[src/hw/rtl/emps_pkg.sv]
// ----------------------------------------------------------------------------
// emps_pkg
// Shared types and codes for the encoder motor position stop core.
// ----------------------------------------------------------------------------
package emps_pkg;

  // transaction kinds
  typedef enum logic [2:0] {
    KIND_EDGE  = 3'd0,
    KIND_MOVE  = 3'd1,
    KIND_ROT   = 3'd2,
    KIND_STOP  = 3'd3,
    KIND_COAST = 3'd4,
    KIND_CLEAR = 3'd5
  } kind_t;

  // direction codes
  localparam logic [1:0] DIR_FWD = 2'd0;
  localparam logic [1:0] DIR_BWD = 2'd1;

  // halt mode codes
  localparam logic [1:0] HALT_BRAKE = 2'd0;
  localparam logic [1:0] HALT_COAST = 2'd1;

  // bridge patterns, bit 0 drives drive_a and bit 1 drives drive_b
  localparam logic [1:0] BRIDGE_FWD   = 2'b01;
  localparam logic [1:0] BRIDGE_BWD   = 2'b10;
  localparam logic [1:0] BRIDGE_BRAKE = 2'b11;

  localparam logic [7:0] FULL_DUTY = 8'd255;
  localparam logic [7:0] ZERO_DUTY = 8'd0;

  // one input transaction
  typedef struct packed {
    logic [2:0]  kind;
    logic        chan_a;
    logic        chan_b;
    logic [1:0]  direction;
    logic [7:0]  speed;
    logic [31:0] rotation;
    logic [1:0]  halt_mode;
  } cmd_t;

  // one result transaction
  typedef struct packed {
    logic [7:0]         pwm_duty;
    logic               drive_a;
    logic               drive_b;
    logic signed [31:0] count;
    logic               running;
  } res_t;

endpackage

[src/hw/rtl/emps_in_stage.sv]
// ----------------------------------------------------------------------------
// emps_in_stage
// Input register: holds one command transaction until the update logic takes it.
// ----------------------------------------------------------------------------
module emps_in_stage (
  input  logic           clk,
  input  logic           rst_n,
  input  logic           in_valid,
  output logic           in_ready,
  input  emps_pkg::cmd_t in_cmd,
  input  logic           take,
  output logic           cmd_valid,
  output emps_pkg::cmd_t cmd
);

  logic           valid_r;
  logic           valid_nxt;
  emps_pkg::cmd_t cmd_r;

  // room when empty or when the held transaction leaves this cycle
  assign in_ready  = !valid_r || take;
  assign valid_nxt = (in_valid && in_ready) || (valid_r && !take);

  always_ff @(posedge clk) begin
    if (!rst_n) begin
      valid_r <= 1'b0;
    end else begin
      valid_r <= valid_nxt;
    end
  end

  // payload capture
  always_ff @(posedge clk) begin
    if (in_valid && in_ready) begin
      cmd_r <= in_cmd;
    end
  end

  assign cmd_valid = valid_r;
  assign cmd       = cmd_r;

  // a held transaction stays until taken
  a_hold: assert property (@(posedge clk) disable iff (!rst_n)
    valid_r && !take |=> valid_r && $stable(cmd_r))
    else $error("input stage dropped a held transaction");

  // never take from an empty stage
  a_take_valid: assert property (@(posedge clk) disable iff (!rst_n)
    take |-> valid_r)
    else $error("take with no transaction held");

  // a transaction arriving while the stage is full must see the old one leave
  a_accept_room: assert property (@(posedge clk) disable iff (!rst_n)
    in_valid && in_ready && valid_r |-> take)
    else $error("overwrite of a held transaction");

endmodule

[src/hw/rtl/emps_ctrl.sv]
// ----------------------------------------------------------------------------
// emps_ctrl
// Motor state: position counter, target compare and drive state update.
// ----------------------------------------------------------------------------
module emps_ctrl (
  input  logic           clk,
  input  logic           rst_n,
  input  logic           take,
  input  emps_pkg::cmd_t cmd,
  output emps_pkg::res_t res
);

  logic [31:0] count_r,   count_nxt;
  logic [31:0] target_r,  target_nxt;
  logic        running_r, running_nxt;
  logic        armed_r,   armed_nxt;
  logic        fwd_r,     fwd_nxt;
  logic        brake_r,   brake_nxt;
  logic [7:0]  duty_r,    duty_nxt;
  logic [1:0]  bridge_r,  bridge_nxt;

  logic [31:0] edge_count;
  logic        reached;

  // counter step and target compare on the stepped value
  assign edge_count = (cmd.chan_a == cmd.chan_b) ? count_r + 32'd1 : count_r - 32'd1;
  assign reached    = fwd_r ? ($signed(edge_count) <= $signed(target_r))
                            : ($signed(target_r) <= $signed(edge_count));

  // next state
  always_comb begin
    count_nxt   = count_r;
    target_nxt  = target_r;
    running_nxt = running_r;
    armed_nxt   = armed_r;
    fwd_nxt     = fwd_r;
    brake_nxt   = brake_r;
    duty_nxt    = duty_r;
    bridge_nxt  = bridge_r;
    unique case (cmd.kind)
      emps_pkg::KIND_EDGE: begin
        count_nxt = edge_count;
        if (armed_r && running_r && reached) begin
          running_nxt = 1'b0;
          if (brake_r) begin
            duty_nxt   = emps_pkg::FULL_DUTY;
            bridge_nxt = emps_pkg::BRIDGE_BRAKE;
          end else begin
            duty_nxt = emps_pkg::ZERO_DUTY;
          end
        end
      end
      emps_pkg::KIND_MOVE: begin
        running_nxt = 1'b1;
        armed_nxt   = 1'b0;
        duty_nxt    = cmd.speed;
        if (cmd.direction == emps_pkg::DIR_FWD) begin
          bridge_nxt = emps_pkg::BRIDGE_FWD;
        end else if (cmd.direction == emps_pkg::DIR_BWD) begin
          bridge_nxt = emps_pkg::BRIDGE_BWD;
        end
      end
      emps_pkg::KIND_ROT: begin
        running_nxt = 1'b1;
        armed_nxt   = 1'b1;
        duty_nxt    = cmd.speed;
        if (cmd.halt_mode == emps_pkg::HALT_BRAKE) begin
          brake_nxt = 1'b1;
        end else if (cmd.halt_mode == emps_pkg::HALT_COAST) begin
          brake_nxt = 1'b0;
        end
        if (cmd.direction == emps_pkg::DIR_FWD) begin
          fwd_nxt    = 1'b1;
          target_nxt = count_r - cmd.rotation;
          bridge_nxt = emps_pkg::BRIDGE_FWD;
        end else if (cmd.direction == emps_pkg::DIR_BWD) begin
          fwd_nxt    = 1'b0;
          target_nxt = count_r + cmd.rotation;
          bridge_nxt = emps_pkg::BRIDGE_BWD;
        end
      end
      emps_pkg::KIND_STOP: begin
        running_nxt = 1'b0;
        duty_nxt    = emps_pkg::FULL_DUTY;
        bridge_nxt  = emps_pkg::BRIDGE_BRAKE;
      end
      emps_pkg::KIND_COAST: begin
        running_nxt = 1'b0;
        duty_nxt    = emps_pkg::ZERO_DUTY;
      end
      emps_pkg::KIND_CLEAR: begin
        count_nxt = 32'd0;
      end
      default: begin
      end
    endcase
  end

  // state registers, updated as each transaction passes
  always_ff @(posedge clk) begin
    if (!rst_n) begin
      count_r   <= 32'd0;
      target_r  <= 32'd0;
      running_r <= 1'b0;
      armed_r   <= 1'b0;
      fwd_r     <= 1'b0;
      brake_r   <= 1'b0;
      duty_r    <= 8'd0;
      bridge_r  <= 2'd0;
    end else if (take) begin
      count_r   <= count_nxt;
      target_r  <= target_nxt;
      running_r <= running_nxt;
      armed_r   <= armed_nxt;
      fwd_r     <= fwd_nxt;
      brake_r   <= brake_nxt;
      duty_r    <= duty_nxt;
      bridge_r  <= bridge_nxt;
    end
  end

  // result shows the state after the transaction
  assign res.pwm_duty = duty_nxt;
  assign res.drive_a  = bridge_nxt[0];
  assign res.drive_b  = bridge_nxt[1];
  assign res.count    = $signed(count_nxt);
  assign res.running  = running_nxt;

  // stop brakes hard
  a_stop: assert property (@(posedge clk) disable iff (!rst_n)
    take && cmd.kind == emps_pkg::KIND_STOP |=>
      !running_r && duty_r == emps_pkg::FULL_DUTY && bridge_r == emps_pkg::BRIDGE_BRAKE)
    else $error("stop did not brake");

  // count clear
  a_clear: assert property (@(posedge clk) disable iff (!rst_n)
    take && cmd.kind == emps_pkg::KIND_CLEAR |=> count_r == 32'd0)
    else $error("count clear failed");

  // an edge never starts the motor
  a_edge_no_start: assert property (@(posedge clk) disable iff (!rst_n)
    take && cmd.kind == emps_pkg::KIND_EDGE && !running_r |=> !running_r)
    else $error("encoder edge started the motor");

  // an idle cycle leaves the state alone
  a_idle_hold: assert property (@(posedge clk) disable iff (!rst_n)
    !take |=> $stable(count_r) && $stable(running_r) && $stable(duty_r))
    else $error("state changed without a transaction");

endmodule

[src/hw/rtl/emps_out_stage.sv]
// ----------------------------------------------------------------------------
// emps_out_stage
// Result register: holds one result transaction until the consumer takes it.
// ----------------------------------------------------------------------------
module emps_out_stage (
  input  logic           clk,
  input  logic           rst_n,
  input  logic           cmd_valid,
  input  emps_pkg::res_t res,
  output logic           take,
  output logic           out_valid,
  input  logic           out_ready,
  output emps_pkg::res_t out_res
);

  logic           valid_r;
  logic           valid_nxt;
  emps_pkg::res_t res_r;

  // move a transaction forward when the result slot is free or draining
  assign take      = cmd_valid && (!valid_r || out_ready);
  assign valid_nxt = take || (valid_r && !out_ready);

  always_ff @(posedge clk) begin
    if (!rst_n) begin
      valid_r <= 1'b0;
    end else begin
      valid_r <= valid_nxt;
    end
  end

  // result capture
  always_ff @(posedge clk) begin
    if (take) begin
      res_r <= res;
    end
  end

  assign out_valid = valid_r;
  assign out_res   = res_r;

  // a waiting result is not overwritten
  a_no_overwrite: assert property (@(posedge clk) disable iff (!rst_n)
    valid_r && !out_ready |-> !take)
    else $error("result overwritten before delivery");

  // a taken transaction shows up as a result next cycle
  a_take_shows: assert property (@(posedge clk) disable iff (!rst_n)
    take |=> valid_r && res_r == $past(res))
    else $error("taken transaction not presented");

  // a result leaves only through the handshake
  a_drain: assert property (@(posedge clk) disable iff (!rst_n)
    valid_r && out_ready && !take |=> !valid_r)
    else $error("delivered result repeated");

endmodule

[src/hw/rtl/encoder_motor_position_stop_core.sv]
// An accepted command passes the input register, then the result register.
// Throughput: one transaction per cycle unless the result side stalls; the
// counter step and target compare sit between the input and result registers.
// Backpressure on the result side stalls the input register, one item deep each.
// Reset (synchronous, rst_n low): position, target, flags, duty and bridge clear.
// ----------------------------------------------------------------------------
// encoder_motor_position_stop_core
// Quadrature position counter with move commands and automatic target stop.
// ----------------------------------------------------------------------------
module encoder_motor_position_stop_core (
  input  logic               clk,
  input  logic               rst_n,
  input  logic               in_valid,
  output logic               in_ready,
  input  logic [2:0]         in_kind,
  input  logic               in_chan_a,
  input  logic               in_chan_b,
  input  logic [1:0]         in_direction,
  input  logic [7:0]         in_speed,
  input  logic [31:0]        in_rotation,
  input  logic [1:0]         in_halt_mode,
  output logic               out_valid,
  input  logic               out_ready,
  output logic [7:0]         out_pwm_duty,
  output logic               out_drive_a,
  output logic               out_drive_b,
  output logic signed [31:0] out_count,
  output logic               out_running
);

  emps_pkg::cmd_t in_cmd;
  emps_pkg::cmd_t cmd;
  emps_pkg::res_t res;
  emps_pkg::res_t out_res;
  logic           cmd_valid;
  logic           take;

  // gather the input ports
  assign in_cmd.kind      = in_kind;
  assign in_cmd.chan_a    = in_chan_a;
  assign in_cmd.chan_b    = in_chan_b;
  assign in_cmd.direction = in_direction;
  assign in_cmd.speed     = in_speed;
  assign in_cmd.rotation  = in_rotation;
  assign in_cmd.halt_mode = in_halt_mode;

  emps_in_stage u_in (
    .clk       (clk),
    .rst_n     (rst_n),
    .in_valid  (in_valid),
    .in_ready  (in_ready),
    .in_cmd    (in_cmd),
    .take      (take),
    .cmd_valid (cmd_valid),
    .cmd       (cmd)
  );

  emps_ctrl u_ctrl (
    .clk   (clk),
    .rst_n (rst_n),
    .take  (take),
    .cmd   (cmd),
    .res   (res)
  );

  emps_out_stage u_out (
    .clk       (clk),
    .rst_n     (rst_n),
    .cmd_valid (cmd_valid),
    .res       (res),
    .take      (take),
    .out_valid (out_valid),
    .out_ready (out_ready),
    .out_res   (out_res)
  );

  // spread the result onto ports
  assign out_pwm_duty = out_res.pwm_duty;
  assign out_drive_a  = out_res.drive_a;
  assign out_drive_b  = out_res.drive_b;
  assign out_count    = out_res.count;
  assign out_running  = out_res.running;

endmodule

[config.mk]
export PLATFORM = sky130hd
export DESIGN_NAME = encoder_motor_position_stop_core
export DESIGN_NICKNAME = d
export VERILOG_FILES = /design/src/hw/rtl/emps_pkg.sv /design/src/hw/rtl/emps_in_stage.sv /design/src/hw/rtl/emps_ctrl.sv /design/src/hw/rtl/emps_out_stage.sv /design/src/hw/rtl/encoder_motor_position_stop_core.sv
export SDC_FILE = /design/constraint.sdc
export NUM_CORES = 1
export LEC_CHECK = 0
export CAP_MARGIN = 20
export CORE_MARGIN = 5
export CORE_UTILIZATION = 55
export DETAILED_ROUTE_END_ITERATION = 16
export DONT_BUFFER_PORTS = 1
export GPL_ROUTABILITY_DRIVEN = 0
export HOLD_SLACK_MARGIN = 0.02
export PLACE_DENSITY = 0.75
export SLEW_MARGIN = 20
export SYNTH_ARGS = -nofsm -noshare
export SYNTH_HDL_FRONTEND = slang
export SYNTH_SLANG_ARGS = --single-unit
[constraint.sdc]
create_clock -name clk -period 8.44 [get_ports clk]
set_input_delay 0.422 -clock clk [delete_from_list [all_inputs] [get_ports clk]]
set_output_delay 0.422 -clock clk [all_outputs]
set_load 0.03 [all_outputs]
==> impl_metrics.json, run 1 <==
{
  "syn_to_final_growth_pct": 7.80,
  "via_per_inst": 6.19,
  "synth_compound_area_share_pct": 24.3,
  "ys_seq_elements": 172,
  "synth_area_leaders": "edfxtp_1 (25%), dfxtp_1 (14%), ha_1 (11%), a21oi_1 (4.0%), nand2_1 (4.0%)",
  "status": "complete, no violations",
  "crit_arrival_ns": 7.04,
  "r2r_start": "u_in.cmd[44]",
  "routed_wl_um": 27600,
  "worst_ep_required_time_ns": 8.72,
  "final.setup.worst_slack_ns": 1.68,
  "holdPathEnd": "u_in.cmd[41]",
  "synth.area.mux_share_pct": 0.404,
  "place_ws_ns": 1.85,
  "fmaxAchievable_mhz": 148,
  "design.core.area_sq_um": 20100,
  "drtIter0Drc": 769,
  "slew_viol_final": 0,
  "cts_buffers": 17,
  "power_w": 0.00219,
  "vias": 9166,
  "tightest_slew_ns": 1.07,
  "crit_fanout": 20,
  "use_met1_pct": 32.3,
  "synth_top_area_cell": "edfxtp_1",
  "reg2reg_depth": 20,
  "grt_use_met2_pct": 37.3,
  "syn_inst": 1214,
  "synth-simple-area-share_pct": 15.1,
  "p_per_area_nw_per_um2": 183,
  "syn_area_sq_um": 11100,
  "start_kind": "flip-flop",
  "synth_top_area_share_pct": 24.8,
  "nFillCells": 1695,
  "grt_pass1_wl_um": 44400,
  "ir_drop_uv": 148,
  "die_w_um": 152,
  "start_util_pct": 55.4,
  "hold_viol_final": 0,
  "clock_skew_ns": 0.00965,
  "seq_area_frac_synth_pct": 39.2,
  "grt_util_all_layers_pct": 23.2,
  "fin_crit_ns": 6.76,
  "top_level_ports": 98,
  "drive_above_1_share_pct": 5.45,
  "synth-edff-count": 92,
  "clock_path_buffers": 2,
  "critPathCaptureType": "flip-flop",
  "use_met3_pct": 4.12,
  "avgSynthCellArea_sq_um": 9.17,
  "finalSetupViolCount": 0,
  "synth_cell_types": 76,
  "cts.sinks": 172,
  "drc": 0,
  "fp.dieArea_sq_um": 23200,
  "die_y_um": 152,
  "root_buffer": "clkbuf_16",
  "r2r-end": "u_ctrl.duty_r[4]",
  "grt_pass1_vias": 8567,
  "grt_overflow": 0,
  "synth_common_cells": "nand2_1 (120), nor2_1 (99), ha_1 (95)",
  "dp_hpwl_um": 19900,
  "worstSetupPathType": "reg2reg",
  "path_clk_slew_ns": 0.07,
  "period_share_pct": 80.1,
  "yosysMostFrequentCell": "nand2_1",
  "cts_repair_resize_count": 0,
  "synth-xor-area-share_pct": 6.13,
  "grt_max_degree": 58,
  "leakage_nw": 4.75,
  "insertion_delay_ns": 0.44,
  "cts_setup_buffers": 0,
  "postSynth.topFlopCell": "edfxtp_1",
  "worstHoldStart": "in_speed[7]",
  "hold_buffers": 0,
  "r2r_slack_ns": 1.68,
  "cap_viol_max_count": 0,
  "wl_per_cell_um": 18.7,
  "synthArstFlopShare_pct": 0,
  "cts.htree.levels": 4,
  "fp-row-count": 52,
  "portBuffers": 0,
  "synth_nets": 1364,
  "synth_fa_ha_area_share_pct": 11.0,
  "num_antenna_cells": 0,
  "nets": 1347,
  "tns_ns": 0,
  "ant_nets": 0,
  "top_usage_layer": "met2",
  "antenna_found_initial": 1,
  "hold_depth": 0,
  "max_slew_margin_pct": 28.5,
  "rsz0062_at_grt": "no",
  "drt-pass1-iter-count": 5,
  "ys_warn_count": 0,
  "hold_path.class": "in2reg",
  "synth_top_family_by_area": "compound AO/OA/AOI/OAI gates",
  "cts_tree": "built"
}
layout by cell type, fill, tap and decap left out, types with 41 or more instances in the layout:
cell,instances
xnor2_1,49
dfxtp_1,80
a22o_1,41
a21o_1,49
inv_1,67
edfxtp_1,92
o21ai_0,50
ha_1,95
a21oi_1,90
nand2_1,120
nor2_1,98
flip-flops by register name, summed over array words and instances (netlist names), 2 cells and up:
name / count
u_ctrl.duty_r: 8
u_ctrl.bridge_r: 2
u_ctrl.count_r: 32
u_in.cmd: 49
u_ctrl.target_r: 32
u_out.out_res: 43
stage by stage:
stage                     hold slack, ns  util, %  instances  cell area (sq um)
after floorplan                    0.406        -       1214              11100
after global placement             0.415     56.6       1448              11400
after detailed placement           0.426     56.6       1448              11400
after CTS                         0.0670     59.7       1480              12000
after global routing              0.0533     59.7       1480              12000
final                             0.0747     59.7       1480              12000
cells by family (layout without fill, tap and decap cells):
logic type,after synthesis,count (layout)
AOI/OAI and AO/OA,388,388
buffers and inverters,113,109
DFF,172,172
adders and majority gates,97,97
muxes,4,4
and+or+nand+nor,362,362
xor gates and xnor gates,78,78
how the worst max path moves through the flow:
stage / from / end / cells after the start / slack [ns]
floorplan: u_in.cmd[44] / u_ctrl.duty_r[0] / 20 / 2.21
global placement: u_in.cmd[44] / u_ctrl.duty_r[5] / 18 / 2.00
detailed placement: u_in.cmd[44] / u_ctrl.duty_r[3] / 18 / 1.85
CTS: u_in.cmd[44] / u_ctrl.duty_r[3] / 18 / 1.80
global route: u_in.cmd[44] / u_ctrl.duty_r[7] / 20 / 1.09
finish: u_in.cmd[44] / u_ctrl.duty_r[4] / 20 / 1.68
critical path, cell delays in order, from the launching register on:
cell      delay, ns
edfxtp_1       0.41
xor2_2         0.83
inv_1          0.14
fa_1           0.44
nor2b_1        0.13
o21ai_1        0.08
a21oi_1        0.25
and4bb_2       0.31
nor3b_1        0.27
o21ai_0        0.16
o311ai_0       0.83
ha_1           0.38
nand4_1        0.12
nor2_1         0.07
a31oi_1        0.35
nor2_1         0.09
o31ai_1        0.14
o211ai_1       0.30
mux2i_2        0.32
nor3_1         0.72
o221ai_1       0.24
layout make-up:
class,count,area (sq um),share of cell area (%)
Tap cell,270,338,2.81
Sequential cell,172,4360,36.4
Multi-Input combinational cell,929,6360,53.0
Clock inverter,14,180,1.50
Clock buffer,18,439,3.66
Timing Repair Buffer,9,67.6,0.563
Inverter,68,255,2.13
metal layers:
layer	share of wire, %	up-vias	routed length (um)
met5	0	-	0
met2	46	303	12700
met4	1.8	0	508
met1	45	4336	12500
met3	6.9	40	1910
li1	-	4487	-
power breakdown:
part	leakage, nW	switching, W	total (W)	internal [W]
Combinational	2.92	0.000243	0.000402	0.000159
Sequential	1.53	0.0000555	0.000980	0.000925
Clock	0.298	0.000378	0.000811	0.000433
Total	4.75	0.000677	0.00219	0.00152
(Power assumes the default switching activity.)
==> inputs of run 2 (changes only) <==
Settings changed: PLACE_DENSITY 0.75 to 0.78.
Clock period 8.44 ns to 5.7 ns, I/O delays scaled along.
==> run 2 against run 1 <==
  * Clock skew increased by 0.0023 ns
  * Core utilization is 3.0 points higher
  * Sequential share of layout area shrank 1.7 points
  * Worst setup slack got worse by 1.3 ns
  * First-iteration DRC count grew 7.4%
  * Critical path type unchanged
==> impl_metrics.json, run 2 (synthesis results as in run 1) <==
{
  "status": "complete, no violations",
  "via_per_inst": 6.19,
  "die_w_um": 152,
  "final_cell_area_sq_um": 12600,
  "placed_area_sq_um": 11400,
  "drt-pass1-iter-count": 6,
  "worst_path_dominant_cell_family": "compound AO/OA/AOI/OAI gates",
  "tightest_slew_ns": 1.02,
  "hold_viol_final": 0,
  "grt_max_degree": 50,
  "layout_commonest_cell": "nand2_1",
  "fmaxAchievable_mhz": 187,
  "drc": 0,
  "crit_chain": "xor2_2 > buf_6 > ha_1 > nand4_1 > nor3b_2 > o2111ai_1 > o2111a_1 > o21ai_0 > a21oi_2 > o32ai_1 > o31ai_2 > and2_1 > ha_1 > nand4_1 > nor2_1 > inv_1 > o22ai_1 > o221ai_1 > o211ai_1 > mux2_4 > nand3_1 > buf_4 > a211oi_1",
  "wl_per_cell_um": 18.9,
  "grt_pass1_vias": 9084,
  "grt_overflow": 0,
  "clock_path_buffers": 2,
  "crit_arrival_ns": 5.61,
  "worstSetupPathType": "reg2reg",
  "hold_path.class": "in2reg",
  "cap_viol_max_count": 0,
  "top_level_ports": 98,
  "timing.hold.ws_ns": 0.0609,
  "critPathMaxStageDelay_ns": 0.47,
  "portBuffers": 0,
  "syn_to_final_growth_pct": 13.2,
  "max_slew_margin_pct": 32.0,
  "fp.dieArea_sq_um": 23200,
  "insertion_delay_ns": 0.45,
  "ant_nets": 0,
  "fin_crit_ns": 5.35,
  "crit_buf_inv": 3,
  "grt_pass1_wl_um": 46400,
  "path_clk_slew_ns": 0.07,
  "drtIter0Drc": 826,
  "leakage_nw": 5.01,
  "holdPathEnd": "u_out.out_valid",
  "drive_above_1_share_pct": 6.23,
  "r2r-end": "u_out.out_res[38]",
  "cts_setup_buffers": 0,
  "die_y_um": 152,
  "clock_skew_ns": 0.0119,
  "dp.cells": 1455,
  "r2r_start": "u_in.cmd[44]",
  "reg2reg_depth": 23,
  "ir_drop_uv": 211,
  "vias": 9525,
  "cts.sinks": 172,
  "slew_viol_final": 0,
  "hold_depth": 3,
  "routed_wl_um": 29100,
  "cts_buffers": 17,
  "design.core.area_sq_um": 20100,
  "critPathCaptureType": "flip-flop",
  "p_per_area_nw_per_um2": 261,
  "dp_hpwl_um": 20100,
  "num_antenna_cells": 0,
  "antenna_found_initial": 0,
  "fp-row-count": 52,
  "nets": 1405,
  "r2r_slack_ns": 0.35,
  "tns_ns": 0,
  "crit_start": "u_in.cmd[44]",
  "start_util_pct": 55.4,
  "root_buffer": "clkbuf_16",
  "crit_fanout": 20,
  "finalSetupViolCount": 0,
  "worstHoldStart": "out_ready",
  "fin_cells": 1538,
  "worst_ep_required_time_ns": 5.96,
  "slowest_stage": "ha_1",
  "cts.htree.levels": 4,
  "largest_register_ff_count": 49,
  "grt_util_all_layers_pct": 24.4,
  "cts_tree": "built",
  "period_share_pct": 93.9,
  "mostFrequentLayoutCells": "nand2_1 (120), nor2_1 (99), ha_1 (95), edfxtp_1 (92), a21oi_1 (88)",
  "start_kind": "flip-flop"
}
[run 2: cell type report]
type / count / area (sq um)
Inverter: 68 / 255
Tap cell: 270 / 338
Clock buffer: 18 / 429
Sequential cell: 172 / 4360
Fill cell: 1652 / 7500
Clock inverter: 14 / 168
Multi-Input combinational cell: 929 / 6420
Timing Repair Buffer: 67 / 634
[run 2: through the flow]
step	setup slack, ns	total power (W)	util, %
6_report	0.347	0.00329	62.7
4_1_cts	0.268	0.00327	62.4
5_1_grt	-0.0386	0.00343	62.7
3_5_place_dp	0.316	0.00207	56.9
3_3_place_gp	0.502	0.00205	56.9
2_1_floorplan	0.0579	0.00192	-
[run 2: what timing repair did]
action	4_1_cts	5_1_grt
hold endpoints to repair	58	0
setup endpoints to repair	0	22
resized for setup	0	15
hold buffers	51	0
[run 2: layer usage]
metal / GRT usage [%] / part of all wire [%]
met2: 41.1 / 47
met3: 4.23 / 7.8
met4: 7.75 / 2.4
met5: 0 / 0
met1: 32.2 / 43
[run 2: where the power goes]
| part | switching, W | internal [W] | leakage (nW) |
|---|---|---|---|
| Clock | 0.000557 | 0.000628 | 0.289 |
| Combinational | 0.000378 | 0.000271 | 3.19 |
| Sequential | 0.0000840 | 0.00137 | 1.53 |
| Total | 0.00102 | 0.00227 | 5.01 |
[run 2: worst max-delay path by stage]
stage,end,depth (start not counted)
floorplan,u_ctrl.duty_r[0],20
global placement,u_ctrl.duty_r[6],24
detailed placement,u_ctrl.duty_r[4],23
CTS,u_ctrl.duty_r[4],24
global route,u_ctrl.duty_r[1],24
finish,u_out.out_res[38],23
[run 2: worst reg2reg max path: cells and delay by family, from the launching register on]
family | cells | cell delay [ns]
AOI/OAI and AO/OA | 10 | 1.97
xor gates and xnor gates | 1 | 0.19
adders and majority gates | 2 | 0.81
buffers and inverters | 3 | 0.44
DFF | 1 | 0.42
muxes | 1 | 0.29
and+or+nand+nor | 6 | 1.04
